--- config.mk ---
export PLATFORM = sky130hd
export DESIGN_NAME = energy_monitor_line_parser_unit
export DESIGN_NICKNAME = d
export VERILOG_FILES = /design/src/rtl/emlp_pkg.sv /design/src/rtl/energy_monitor_line_parser_unit.sv /design/src/rtl/emlp_field.sv
export SDC_FILE = /design/constraint.sdc
export NUM_CORES = 1
export LEC_CHECK = 0
export BUFFER_PORTS_ARGS = -buffer_cell sky130_fd_sc_hd__buf_2
export CELL_PAD_IN_SITES_DETAIL_PLACEMENT = 0
export CELL_PAD_IN_SITES_GLOBAL_PLACEMENT = 1
export CORE_MARGIN = 2
export CORE_UTILIZATION = 48
export CTS_CLUSTER_DIAMETER = 50
export CTS_CLUSTER_SIZE = 10
export DETAILED_ROUTE_END_ITERATION = 10
export PLACE_DENSITY = 0.75
export SETUP_SLACK_MARGIN = 0.02
export SYNTH_ARGS = -nofsm -noshare
export SYNTH_HDL_FRONTEND = slang
export SYNTH_SLANG_ARGS = --single-unit
--- constraint.sdc ---
create_clock -name clk -period 6.2 [get_ports clk]
set_input_delay 0.93 -clock clk [delete_from_list [all_inputs] [get_ports clk]]
set_output_delay 0.93 -clock clk [all_outputs]
set_load 0.05 [all_outputs]
--- src/rtl/emlp_pkg.sv ---
// Shared constants, codes and types for the energy monitor line parser.
package emlp_pkg;

  localparam int NUM_SENSORS_DEF   = 12;
  localparam int LINE_CAPACITY_DEF = 511;

  // operation codes carried in s_tuser
  localparam logic [1:0] OP_BYTE = 2'd0;
  localparam logic [1:0] OP_TICK = 2'd1;
  localparam logic [1:0] OP_READ = 2'd2;

  // result kinds carried in m_tuser
  localparam logic KIND_STORE = 1'b0;
  localparam logic KIND_READ  = 1'b1;

  localparam int IN_DATA_W  = 16;
  localparam int OUT_DATA_W = 24;
  localparam int SNUM_W     = 4;
  localparam int WATTS_W    = 17;
  localparam int WINDOW_W   = 16;
  localparam int TIME_W     = 32;

  // output tdata bit positions
  localparam int OUT_POWER_LSB = SNUM_W;
  localparam int OUT_FRESH_BIT = SNUM_W + WATTS_W;

  localparam logic [WATTS_W-1:0]  WATTS_MAX    = 17'd99999;
  localparam logic [WINDOW_W-1:0] WINDOW_RESET = 16'd90;

  localparam int TAG_SENSOR_LEN = 8;
  localparam int TAG_WATTS_LEN  = 7;
  localparam logic [8*TAG_SENSOR_LEN-1:0] TAG_SENSOR = "<sensor>";
  localparam logic [8*TAG_WATTS_LEN-1:0]  TAG_WATTS  = "<watts>";

  localparam logic [7:0] CH_NUL   = 8'h00;
  localparam logic [7:0] CH_TAB   = 8'h09;
  localparam logic [7:0] CH_NL    = 8'h0A;
  localparam logic [7:0] CH_VT    = 8'h0B;
  localparam logic [7:0] CH_FF    = 8'h0C;
  localparam logic [7:0] CH_CR    = 8'h0D;
  localparam logic [7:0] CH_SP    = 8'h20;
  localparam logic [7:0] CH_PLUS  = 8'h2B;
  localparam logic [7:0] CH_MINUS = 8'h2D;
  localparam logic [7:0] CH_ZERO  = 8'h30;
  localparam logic [7:0] CH_NINE  = 8'h39;

  // per-character control handed to each field reader
  typedef struct packed {
    logic       feed;
    logic       clear;
    logic [7:0] ch;
  } fld_ctl_t;

endpackage

--- src/rtl/energy_monitor_line_parser_unit.sv ---
// Top level of the energy monitor line parser: input stage, line state and result register.
//
// Usage notes
// - s_* channel: one beat per operation. s_tuser = operation (byte, tick, read).
//   s_tdata[7:0] = received character, s_tdata[11:8] = sensor to read.
// - m_* channel: one beat per result. m_tuser = kind (0 stored at line end,
//   1 read reply); m_tdata carries sensor number, power and fresh flag.
// - cfg_* channel: writes the freshness window in seconds; always ready.
//   Write it only while no beats are in flight.
// - Path: a beat taken passes the input register, then the result register.
//   Throughput is one beat per cycle while m_tready stays high; the
//   per-character tag match and one decimal multiply-add set that figure.
// - Bytes and ticks that produce nothing still pass the input
//   register and leave no beat on m_*.
// - When m_tready is held low the result register holds its beat, the input
//   register fills, then s_tready falls; nothing is dropped.
// - Reset (rst, synchronous) empties both registers, the line being parsed,
//   the seconds count and all stored readings; the window returns to 90 s.
module energy_monitor_line_parser_unit import emlp_pkg::*; #(
  parameter int NUM_SENSORS   = NUM_SENSORS_DEF,
  parameter int LINE_CAPACITY = LINE_CAPACITY_DEF
) (
  input  logic                  clk,
  input  logic                  rst,
  input  logic                  s_tvalid,
  output logic                  s_tready,
  input  logic [IN_DATA_W-1:0]  s_tdata,   // rx_byte[7:0], read_index[11:8], zero[15:12]
  input  logic [1:0]            s_tuser,   // operation[1:0]
  output logic                  m_tvalid,
  input  logic                  m_tready,
  output logic [OUT_DATA_W-1:0] m_tdata,   // sensor_number[3:0], power_watts[20:4],
                                           // fresh[21], zero[23:22]
  output logic                  m_tuser,   // kind[0]
  input  logic                  cfg_valid,
  output logic                  cfg_ready,
  input  logic [WINDOW_W-1:0]   cfg_data   // fresh_window[15:0]
);

  localparam int SIDX_W = (NUM_SENSORS > 1) ? $clog2(NUM_SENSORS) : 1;
  localparam int IDXE_W = (SIDX_W > SNUM_W) ? SIDX_W : SNUM_W;
  localparam int SVAL_W = $clog2(NUM_SENSORS + 1);
  localparam int CNT_W  = $clog2(LINE_CAPACITY + 1);

  // input register
  logic              in_valid;
  logic [1:0]        in_op;
  logic [7:0]        in_ch;
  logic [SNUM_W-1:0] in_idx;
  logic              adv, take, proc;

  // line state
  logic [7:0]       held_char;
  logic             held_valid;
  logic [CNT_W-1:0] line_count, count_inc;
  logic             nul_end;
  logic [TIME_W-1:0]   seconds_now;
  logic [WINDOW_W-1:0] fresh_window;

  // per-sensor store
  logic [WATTS_W-1:0] stored_power [NUM_SENSORS];
  logic [TIME_W-1:0]  stored_time  [NUM_SENSORS];
  logic [NUM_SENSORS-1:0] stored_valid;

  // field readers
  fld_ctl_t          ctl;
  logic              s_found, w_found, s_neg, w_neg;
  logic [SVAL_W-1:0] s_val;
  logic [WATTS_W-1:0] w_val;

  logic is_byte, is_nl, is_read, overflow, line_clear, ch_feed, store_en;
  logic [SIDX_W-1:0]  wr_sel, rd_sel;
  logic [IDXE_W-1:0]  idx_ext;
  logic [SVAL_W+SNUM_W-1:0] s_val_ext;
  logic [WATTS_W-1:0] pw_line, rd_power;
  logic [TIME_W-1:0]  age;
  logic               rd_in_range, rd_hit, rd_fresh;

  // result register payload
  logic [OUT_DATA_W-1:0] m_tdata_next;
  logic                  m_tuser_next;

  // ---- handshakes ----
  assign adv       = !m_tvalid || m_tready;   // result register can take a beat
  assign s_tready  = !in_valid || adv;
  assign take      = s_tvalid && s_tready;
  assign proc      = in_valid && adv;
  assign cfg_ready = 1'b1;

  always_ff @(posedge clk) begin
    if (rst) begin
      in_valid <= 1'b0;
    end else if (take) begin
      in_valid <= 1'b1;
    end else if (adv) begin
      in_valid <= 1'b0;
    end
  end

  always_ff @(posedge clk) begin
    if (take) begin
      in_op  <= s_tuser;
      in_ch  <= s_tdata[7:0];
      in_idx <= s_tdata[11:8];
    end
  end

  always_ff @(posedge clk) begin
    if (rst) begin
      fresh_window <= WINDOW_RESET;
    end else if (cfg_valid && cfg_ready) begin
      fresh_window <= cfg_data;
    end
  end

  // ---- line handling ----
  assign is_byte    = proc && (in_op == OP_BYTE);
  assign is_read    = proc && (in_op == OP_READ);
  assign is_nl      = (in_ch == CH_NL);
  assign count_inc  = line_count + CNT_W'(1);
  assign overflow   = !is_nl && (count_inc >= CNT_W'(LINE_CAPACITY));
  assign line_clear = is_byte && (is_nl || overflow);
  // each character is held back one beat; a newline drops it
  assign ch_feed    = is_byte && !is_nl && held_valid && !nul_end && (held_char != CH_NUL);

  assign ctl = '{feed: ch_feed, clear: line_clear, ch: held_char};

  always_ff @(posedge clk) begin
    if (rst || line_clear) begin
      held_valid <= 1'b0;
      line_count <= '0;
      nul_end    <= 1'b0;
    end else if (is_byte) begin
      held_valid <= 1'b1;
      line_count <= count_inc;
      if (held_valid && (held_char == CH_NUL)) nul_end <= 1'b1;
    end
  end

  always_ff @(posedge clk) begin
    if (is_byte && !line_clear) held_char <= in_ch;
  end

  always_ff @(posedge clk) begin
    if (rst) begin
      seconds_now <= '0;
    end else if (proc && (in_op == OP_TICK)) begin
      seconds_now <= seconds_now + TIME_W'(1);
    end
  end

  emlp_field #(
    .TAG_LEN (TAG_SENSOR_LEN),
    .TAG     (TAG_SENSOR),
    .VAL_W   (SVAL_W),
    .VAL_CAP (SVAL_W'(NUM_SENSORS))
  ) u_sensor (
    .clk      (clk),
    .rst      (rst),
    .ctl      (ctl),
    .found    (s_found),
    .value    (s_val),
    .negative (s_neg)
  );

  emlp_field #(
    .TAG_LEN (TAG_WATTS_LEN),
    .TAG     (TAG_WATTS),
    .VAL_W   (WATTS_W),
    .VAL_CAP (WATTS_MAX)
  ) u_watts (
    .clk      (clk),
    .rst      (rst),
    .ctl      (ctl),
    .found    (w_found),
    .value    (w_val),
    .negative (w_neg)
  );

  // ---- store at end of line ----
  // minus zero is a valid sensor; any other negative number is rejected
  assign store_en = is_byte && is_nl && s_found && w_found &&
                    ((s_val == '0) || !s_neg) && (int'(s_val) < NUM_SENSORS);
  assign pw_line  = w_neg ? '0 : w_val;
  assign wr_sel   = s_val[SIDX_W-1:0];
  assign s_val_ext = {{SNUM_W{1'b0}}, s_val};

  always_ff @(posedge clk) begin
    if (rst) begin
      stored_valid <= '0;
    end else if (store_en) begin
      stored_valid[wr_sel] <= 1'b1;
    end
  end

  always_ff @(posedge clk) begin
    if (store_en) begin
      stored_power[wr_sel] <= pw_line;
      stored_time[wr_sel]  <= seconds_now;
    end
  end

  // ---- read reply ----
  assign idx_ext     = IDXE_W'(in_idx);
  assign rd_sel      = idx_ext[SIDX_W-1:0];
  assign rd_in_range = int'(in_idx) < NUM_SENSORS;
  assign rd_hit      = rd_in_range && stored_valid[rd_sel];
  assign age         = seconds_now - stored_time[rd_sel];   // wraps modulo 2^32
  assign rd_fresh    = rd_hit && (age < TIME_W'(fresh_window));
  assign rd_power    = rd_hit ? stored_power[rd_sel] : '0;

  // ---- result register ----
  always_comb begin
    if (store_en) begin
      m_tuser_next = KIND_STORE;
      m_tdata_next = {2'b00, 1'b1, pw_line, s_val_ext[SNUM_W-1:0]};
    end else begin
      m_tuser_next = KIND_READ;
      m_tdata_next = {2'b00, rd_fresh, rd_power, in_idx};
    end
  end

  always_ff @(posedge clk) begin
    if (rst) begin
      m_tvalid <= 1'b0;
    end else if (adv) begin
      m_tvalid <= store_en || is_read;
    end
  end

  always_ff @(posedge clk) begin
    if (adv && (store_en || is_read)) begin
      m_tdata <= m_tdata_next;
      m_tuser <= m_tuser_next;
    end
  end

endmodule

--- src/rtl/emlp_field.sv ---
// Tag matcher and decimal number reader for one field of a line.
module emlp_field import emlp_pkg::*; #(
  parameter int                   TAG_LEN = TAG_SENSOR_LEN,
  parameter logic [8*TAG_LEN-1:0] TAG     = TAG_SENSOR,
  parameter int                   VAL_W   = 5,
  parameter logic [VAL_W-1:0]     VAL_CAP = VAL_W'(NUM_SENSORS_DEF)
) (
  input  logic             clk,
  input  logic             rst,
  input  fld_ctl_t         ctl,
  output logic             found,
  output logic [VAL_W-1:0] value,
  output logic             negative
);

  localparam int PROG_W = $clog2(TAG_LEN + 1);
  localparam int PROD_W = VAL_W + 4;

  localparam logic [1:0] PH_TAG   = 2'd0;
  localparam logic [1:0] PH_LEAD  = 2'd1;
  localparam logic [1:0] PH_DIGIT = 2'd2;
  localparam logic [1:0] PH_DONE  = 2'd3;

  logic [PROG_W-1:0] prog, prog_next;
  logic [1:0]        phase, phase_next;
  logic [VAL_W-1:0]  value_next;
  logic              negative_next;

  logic [7:0]        expected;
  logic              hit, is_digit, is_space;
  logic [3:0]        digit;
  logic [VAL_W-1:0]  base, acc;
  logic [PROD_W-1:0] prod;

  always_comb begin
    expected = TAG[8*TAG_LEN-1 -: 8];
    for (int i = 0; i < TAG_LEN; i++) begin
      if (prog == PROG_W'(i)) expected = TAG[8*(TAG_LEN-1-i) +: 8];
    end
  end

  assign hit      = (prog < PROG_W'(TAG_LEN)) && (ctl.ch == expected);
  assign is_digit = (ctl.ch >= CH_ZERO) && (ctl.ch <= CH_NINE);
  assign is_space = (ctl.ch == CH_SP) || (ctl.ch == CH_TAB) || (ctl.ch == CH_VT) ||
                    (ctl.ch == CH_FF) || (ctl.ch == CH_CR);
  assign digit    = 4'(ctl.ch - CH_ZERO);

  // first digit starts from zero, later ones shift the value a decade
  assign base = (phase == PH_DIGIT) ? value : '0;
  assign prod = PROD_W'(base) * PROD_W'(10) + PROD_W'(digit);
  assign acc  = (prod > PROD_W'(VAL_CAP)) ? VAL_CAP : prod[VAL_W-1:0];

  always_comb begin
    prog_next     = prog;
    phase_next    = phase;
    value_next    = value;
    negative_next = negative;
    unique case (phase)
      PH_TAG: begin
        if (hit) begin
          prog_next = prog + PROG_W'(1);
        end else begin
          prog_next = (ctl.ch == TAG[8*TAG_LEN-1 -: 8]) ? PROG_W'(1) : '0;
        end
        if (prog_next == PROG_W'(TAG_LEN)) phase_next = PH_LEAD;
      end
      PH_LEAD: begin
        if (ctl.ch == CH_PLUS) begin
          phase_next = PH_DIGIT;
        end else if (ctl.ch == CH_MINUS) begin
          negative_next = 1'b1;
          phase_next    = PH_DIGIT;
        end else if (is_digit) begin
          value_next = acc;
          phase_next = PH_DIGIT;
        end else if (!is_space) begin
          phase_next = PH_DONE;
        end
      end
      PH_DIGIT: begin
        if (is_digit) begin
          value_next = acc;
        end else begin
          phase_next = PH_DONE;
        end
      end
      default: begin
      end
    endcase
  end

  always_ff @(posedge clk) begin
    if (rst || ctl.clear) begin
      prog     <= '0;
      phase    <= PH_TAG;
      value    <= '0;
      negative <= 1'b0;
    end else if (ctl.feed) begin
      prog     <= prog_next;
      phase    <= phase_next;
      value    <= value_next;
      negative <= negative_next;
    end
  end

  assign found = (phase != PH_TAG);

endmodule

---- Yosys cells after proc, flatten, opt, wreduce, memory -nomap -nowiden ----
Memory sizes are Yosys's and may differ from the RTL's. A register that Yosys moved wholly into a read port is not among the register bits.
Index checks and enable logic that the tools add are counted.
Widths: inputs -> output; s select.
word-level totals
  bits in registers ....................... 154
  bits in writable memories ............... 588
  bits of input ports ..................... 39
  output and inout bits ................... 28
  word-level logic and storage cells ...... 209
  memories ................................ 2
memory list
  memory        depth  width  rd ports  clocked after memory_dff  write ports  line                                   RTL
  stored_time   12     32     1         1                         1            energy_monitor_line_parser_unit.sv:61  logic [TIME_W-1:0] stored_time [NUM_SENSORS];
  stored_power  12     17     1         1                         1            energy_monitor_line_parser_unit.sv:60  logic [WATTS_W-1:0] stored_power [NUM_SENSORS];
operators by class
  add/sub/neg operators ................... 8
  multiply operators ...................... 2
  $lt $le $gt $ge ......................... 13
  eq/ne operators ......................... 42
  multiplexer cells ....................... 54
  bitwise operators ....................... 2
  reduce and logical (&&, ||, !) cells .... 63
operator list
  cell                   count
  $mux 17                7
  $mux 7                 13
  $eq 8x4->1 const B     5
  $mux 4                 9
  $pmux 17 s2            1
  $add 32x1->32 const B  1
  $eq 8x6->1 const B     4
  $lt 32x16->1           1
  $sub 32x32->32         1
  $logic_and 1x1->1      25
  $add 21x4->21          1
  $gt 21x17->1 const B   1
  $mux 21                1
  $mul 17x3->20 const B  1
  $eq 4x3->1 const B     4
  $eq 8x7->1             2
  $reduce_and 4->1       4
  $mux 2                 7
  $eq 3x3->1 const B     4
  $lt 4x4->1 const B     3
  $ne 2x2->1 const B     6
  $or 12x12->12          1
  $pmux 2 s3             2
  $logic_or 1x1->1       10
  other kinds (38)       70

---- Logic depth before layout (Yosys ltp) ----
  depth after elaboration ................. 15
  mapped depth ............................ 24
  mapped depth without buffers ............ 21

---- Modules after synthesis ----
Synthesis repeated with hierarchy kept, for this count alone.
unflattened totals
  cell total of the unflattened synthesis .. 2,252
  area, all modules ....................... 33,581.0 um^2
modules (own cells, without submodules)
  module                           instances  cells an instance  area each (um^2)  seq. area each (um^2)
  energy_monitor_line_parser_unit  1          1,698              29,184.2          20,549.7
  emlp_field (u_watts)             1          394                3,095.5           460.4
  emlp_field (u_sensor)            1          160                1,301.2           220.2

---- Least setup slack after synthesis ----
No wires, ideal clock.
  kind .................................... input port to flip-flop
  start ................................... in m_tready
  end ..................................... mem stored_power[0][0], enable pin
  setup time .............................. 0.518 ns
  arrival ................................. 5.504 ns
  data required time ...................... 5.682 ns
  setup slack ............................. 0.178 ns
  cell stages on the path ................. 6
  buffers on the path ..................... 0
  cells stage by stage .................... nand2b_1 > nand2_1 > nor3_1 > nand2_1 > or3_1 > nor3_1
on the way
  word-level cells in the longest chain between the ends .. 10
ends and longest elaborated chain
  what                            line                                    RTL
  from (decl)                     energy_monitor_line_parser_unit.sv:30   input logic m_tready,
  $logic_or 1x1->1                energy_monitor_line_parser_unit.sv:83   assign adv = !m_tvalid || m_tready;
  $logic_and 1x1->1               energy_monitor_line_parser_unit.sv:86   assign proc = in_valid && adv;
  $logic_and 1x1->1               energy_monitor_line_parser_unit.sv:116  assign is_byte = proc && (in_op == OP_BYTE);
  $logic_and 1x1->1 (4 in a row)  energy_monitor_line_parser_unit.sv:181  assign store_en = is_byte && is_nl && s_found && w_found &&
  $logic_and 1x1->1               energy_monitor_line_parser_unit.sv:182  ((s_val == '0) || !s_neg) && (int'(s_val) < NUM_SENSORS);
  $mux 1                          energy_monitor_line_parser_unit.sv:196  if (store_en) begin
  $mux 1 (not written as such)    energy_monitor_line_parser_unit.sv:197  stored_power[wr_sel] <= pw_line;
  to (decl)                       energy_monitor_line_parser_unit.sv:60
Every way passes these cells.

==> flow_summary_export.csv <==
group,metric,value,unit
grt,grt_max_degree,58,
floorplanning,core_outline_area,68800,µm²
drt,via_per_inst,5.80,
timing,period_share,88.3,%
flow_run,cap_viol_max_count,0,
cts,post-cts-setup-buffers,0,
setup_path,path_class,"reg -> reg",
layout,antenna_cells,0,
timing,hold_viol_final,0,
setup_path,cpLargestDelayFamily,"compound AO/OA/AOI/OAI gates",
yosys,postSynthAreaPerCell,14.7,µm²
yosys,mappedNetlistArea,33500,µm²
run_status,outcome,"complete, no violations",
setup_path,cpPeakStageDelay,560,ps
yosys,synthXorXnorAreaFrac,2.56,%
cts,cts_tree,"done",
yosys,synth-simple-area-share,8.13,%
setup_path,worst-path-buf-inv,2,
drt,detail_route.iter0.violations,1589,
power_and_ir_drop,finalPower,11000,µW
floorplanning,placement_rows,96,
worst_hold_path,hold_ep,"held_char[1]$_DFFE_PP_",
power_and_ir_drop,total_leakage_power,0.0129,µW
worst_hold_path,hold_depth,0,
setup_path,cp_data_required_time,6660,ps
setup_path,reg2regPathDepth,20,
timing,final-max-slew-violation-count,0,
worst_hold_path,hold_path.class,"reg -> reg",
power_and_ir_drop,power.ir.vdd_worst,0.268,mV
timing,timing.clock.skew,26.4,ps
timing,achievable-frequency,0.183,GHz
drt,post_drt_wl_per_cell,21.7,µm
layout,final_net_count,2510,
cts,clk_latency,640,ps
floorplanning,floorplan.initialDensity,48.6,%
drt,drt-pass1-iter-count,5,
yosys,synth_enable_flop_cells,633,
yosys,async_flop_share,0,%
drt,drc_errors,0,
yosys,ys.flop_type,"sky130_fd_sc_hd__edfxtp_1",
layout,post_route_cells_drive_above_1_share,17.3,%
yosys,postSynthCellCount,2274,
grt,overflow,0,
drt,drt_wl_total,73.2,mm
setup_path,timing.critical_path.slowest_stage_cell,"sky130_fd_sc_hd__mux4_2",
timing,setup-violations-final,0,
layout,mostFrequentLayoutCell,"sky130_fd_sc_hd__edfxtp_1",
setup_path,path_cells,"buf_4 -> buf_4 -> mux4_2 -> a21oi_1 -> ha_1 -> a21o_1 -> a211o_1 -> or3_1 -> o21ai_0 -> xnor2_1 -> ha_1 -> a21oi_1 -> nor2b_1 -> o21ai_0 -> o2111ai_1 -> a21oi_1 -> o21ai_0 -> a2111oi_0 -> nand4_1 -> o31ai_1",
yosys,synth_seq_cells,744,
drt,ant_nets,0,
setup_path,regToRegSetupSlack,730,ps
timing,worst_hold_slack,457,ps
timing,worst_slew_margin_rel,25.1,%
worst_hold_path,hp-start,"in_ch[1]$_DFFE_PP_",
timing,fin_setup_tns,0,ps
cts,clk_path_buf_depth,3,
layout,fillCellCount,5541,
setup_path,critical_path_arrival,5940,ps
setup_path,startpoint_type,"flop",
yosys,synthesis.yosys.warnings,0,
setup_path,critical_path_peak_fanout,25,
yosys,synth.area.mux_share,12.5,%
yosys,synth-compound-area-share,7.30,%
yosys,seq_area_frac_synth,63.5,%
setup_path,worst_r2r_endpoint,"m_tdata[21]$_SDFFCE_PP1P_",
place,finalWeightedCongestion,0.862,
floorplanning,die_h,268,µm
grt,grt_antenna_before_repair,0,
layout,final_cell_mix,"sky130_fd_sc_hd__edfxtp_1, sky130_fd_sc_hd__nor2_1, sky130_fd_sc_hd__mux4_2",
yosys,adder_cell_share_of_the_synthesized_area,3.90,%
cts,cts_h_tree_lvls,3,
power_and_ir_drop,power_per_cell_area,291,nW/µm²
grt,number_of_global_route_vias_before_repair,19900,
layout,areaGrowthSynthToFinish,12.6,%
cts,ctsRootBufferMaster,"sky130_fd_sc_hd__clkbuf_16",
floorplanning,design.portCount,67,
grt,grt_pass1_wl,114,mm
cts,cts.clk_slew.worst_paths,60,ps
timing,period_needed,5470,ps
place,dp_hpwl,44.4,mm
timing,rsz0062_at_grt,"false",
grt,global_route.usage.total,20.8,%
yosys,synth_cell_types,97,
cts,clock_sinks,744,
yosys,dominant_combinational_cell_family_by_area_after_synthesis,"multiplexers",
floorplanning,die-area,71800,µm²
setup_path,timing.critical_path.to_type,"flop",
cts,post_cts_resized,0,
cts,cts_made_buffers,90,
drt,routed_via_count,19600,
floorplanning,horizontal_extent_of_the_die,268,µm
place,numPortBuffers,59,
layout,final_util,54.7,%
cts,post_cts_hold_buffer_count,0,
timing,worst-slew-pin-transition,1120,ps
==> where the power goes <==
group          internal, µW  switching [µW]  total [µW]
clock network          2910            1990        4900
logic                   306             347         653
registers              5380            40.1        5420
==> worst max-delay path by stage <==
stage	startpoint	cells after the start	end	slack [ps]
finish	flop	20	m_tdata[21]$_SDFFCE_PP1P_	730
global route	flop	20	m_tdata[21]$_SDFFCE_PP1P_	80
CTS	flop	20	m_tdata[21]$_SDFFCE_PP1P_	610
detailed placement	flop	20	m_tdata[21]$_SDFFCE_PP1P_	600
global placement	flop	20	m_tdata[21]$_SDFFCE_PP1P_	750
floorplan	m_tready	6	stored_power[0][0]$_DFFE_PP_	180
==> kinds of logic (layout without fill, tap and decap cells) <==
family,after synthesis,after routing
flops,744,744
fa+ha+maj,102,102
simple gates,554,554
xor+xnor,97,97
other cells,2,3
mux,230,230
buf+inv,170,336
compound gates,375,375
==> through the flow <==
| step | cells | instance area [µm²] | setup WS, ps |
|---|---|---|---|
| global placement | 3208 | 34900 | 750 |
| floorplan | 2275 | 33500 | 178 |
| finish | 3372 | 37700 | 727 |
| global route | 3372 | 37700 | 76.2 |
| CTS | 3372 | 37700 | 609 |
| detailed placement | 3208 | 34900 | 602 |
==> layer usage <==
| metal | track usage (%) | up-vias | share of wire, % |
|---|---|---|---|
| met2 | 34.2 | 516 | 48 |
| met1 | 28.9 | 9909 | 45 |
| li1 | - | 9018 | - |
| met4 | 6.40 | 0 | 2.6 |
| met5 | 0 | - | 0 |
| met3 | 3.16 | 130 | 4.7 |
==> sequential cells by signal, summed over array words and instances, names as in the netlist, 8 cells and up, named ones only <==
register and flops:
seconds_now 32, line_count 9, fresh_window 16, held_char 8, stored_time 384, stored_valid 12
in_ch 8, stored_power 204, u_watts.value 17, m_tdata 22
==> worst reg2reg max path, stage by stage (launching register included) <==
cell	delay, ps
sky130_fd_sc_hd__dfxtp_4	530
sky130_fd_sc_hd__buf_4	350
sky130_fd_sc_hd__buf_4	500
sky130_fd_sc_hd__mux4_2	560
sky130_fd_sc_hd__a21oi_1	170
sky130_fd_sc_hd__ha_1	310
sky130_fd_sc_hd__a21o_1	210
sky130_fd_sc_hd__a211o_1	240
sky130_fd_sc_hd__or3_1	360
sky130_fd_sc_hd__o21ai_0	200
sky130_fd_sc_hd__xnor2_1	160
sky130_fd_sc_hd__ha_1	270
sky130_fd_sc_hd__a21oi_1	150
sky130_fd_sc_hd__nor2b_1	50
sky130_fd_sc_hd__o21ai_0	170
sky130_fd_sc_hd__o2111ai_1	120
sky130_fd_sc_hd__a21oi_1	170
sky130_fd_sc_hd__o21ai_0	90
sky130_fd_sc_hd__a2111oi_0	300
sky130_fd_sc_hd__nand4_1	150
sky130_fd_sc_hd__o31ai_1	230
==> synth_stat cells, types with 4 or more instances <==
master / instances / share of area [%]
sky130_fd_sc_hd__a2111oi_0: 5 / 0.13
sky130_fd_sc_hd__a211o_1: 5 / 0.13
sky130_fd_sc_hd__a211oi_1: 13 / 0.29
sky130_fd_sc_hd__a21o_1: 25 / 0.56
sky130_fd_sc_hd__a21oi_1: 123 / 1.8
sky130_fd_sc_hd__a22oi_1: 4 / 0.090
sky130_fd_sc_hd__a31o_2: 7 / 0.18
sky130_fd_sc_hd__a31oi_1: 18 / 0.34
sky130_fd_sc_hd__and2_1: 24 / 0.45
sky130_fd_sc_hd__and3_1: 26 / 0.49
sky130_fd_sc_hd__and4_1: 8 / 0.21
sky130_fd_sc_hd__buf_1: 22 / 0.25
sky130_fd_sc_hd__clkbuf_1: 67 / 0.75
sky130_fd_sc_hd__dfxtp_1: 111 / 6.6
sky130_fd_sc_hd__edfxtp_1: 633 / 57
sky130_fd_sc_hd__fa_1: 4 / 0.24
sky130_fd_sc_hd__ha_1: 98 / 3.7
sky130_fd_sc_hd__inv_1: 70 / 0.79
sky130_fd_sc_hd__mux2_2: 8 / 0.27
sky130_fd_sc_hd__mux2i_1: 71 / 2.1
sky130_fd_sc_hd__mux4_2: 150 / 10
sky130_fd_sc_hd__nand2_1: 110 / 1.2
sky130_fd_sc_hd__nand2b_1: 14 / 0.26
sky130_fd_sc_hd__nand3_1: 30 / 0.45
sky130_fd_sc_hd__nand3b_1: 7 / 0.16
sky130_fd_sc_hd__nand4_1: 16 / 0.30
sky130_fd_sc_hd__nand4b_1: 4 / 0.10
sky130_fd_sc_hd__nor2_1: 201 / 2.3
sky130_fd_sc_hd__nor2b_1: 29 / 0.54
sky130_fd_sc_hd__nor3_1: 29 / 0.43
sky130_fd_sc_hd__nor4_1: 12 / 0.22
sky130_fd_sc_hd__o2111ai_1: 8 / 0.21
sky130_fd_sc_hd__o211a_1: 4 / 0.12
sky130_fd_sc_hd__o211ai_1: 16 / 0.36
sky130_fd_sc_hd__o21a_1: 12 / 0.27
sky130_fd_sc_hd__o21ai_0: 77 / 1.2
sky130_fd_sc_hd__o22ai_1: 4 / 0.075
sky130_fd_sc_hd__o31ai_1: 5 / 0.11
sky130_fd_sc_hd__or2_2: 6 / 0.11
sky130_fd_sc_hd__or3_1: 16 / 0.30
sky130_fd_sc_hd__xnor2_1: 44 / 1.2
sky130_fd_sc_hd__xor2_1: 52 / 1.4
==> cell type report <==
class	count	area, µm²	area share, %
Sequential cell	744	21200	56.4
Multi-Input combinational cell	1361	11600	30.8
Clock buffer	146	2500	6.64
Tap cell	931	1160	3.09
Timing Repair Buffer	102	631	1.67
Inverter	70	263	0.697
Clock inverter	18	258	0.684
No activity file was read; power rests on OpenSTA's default activity.
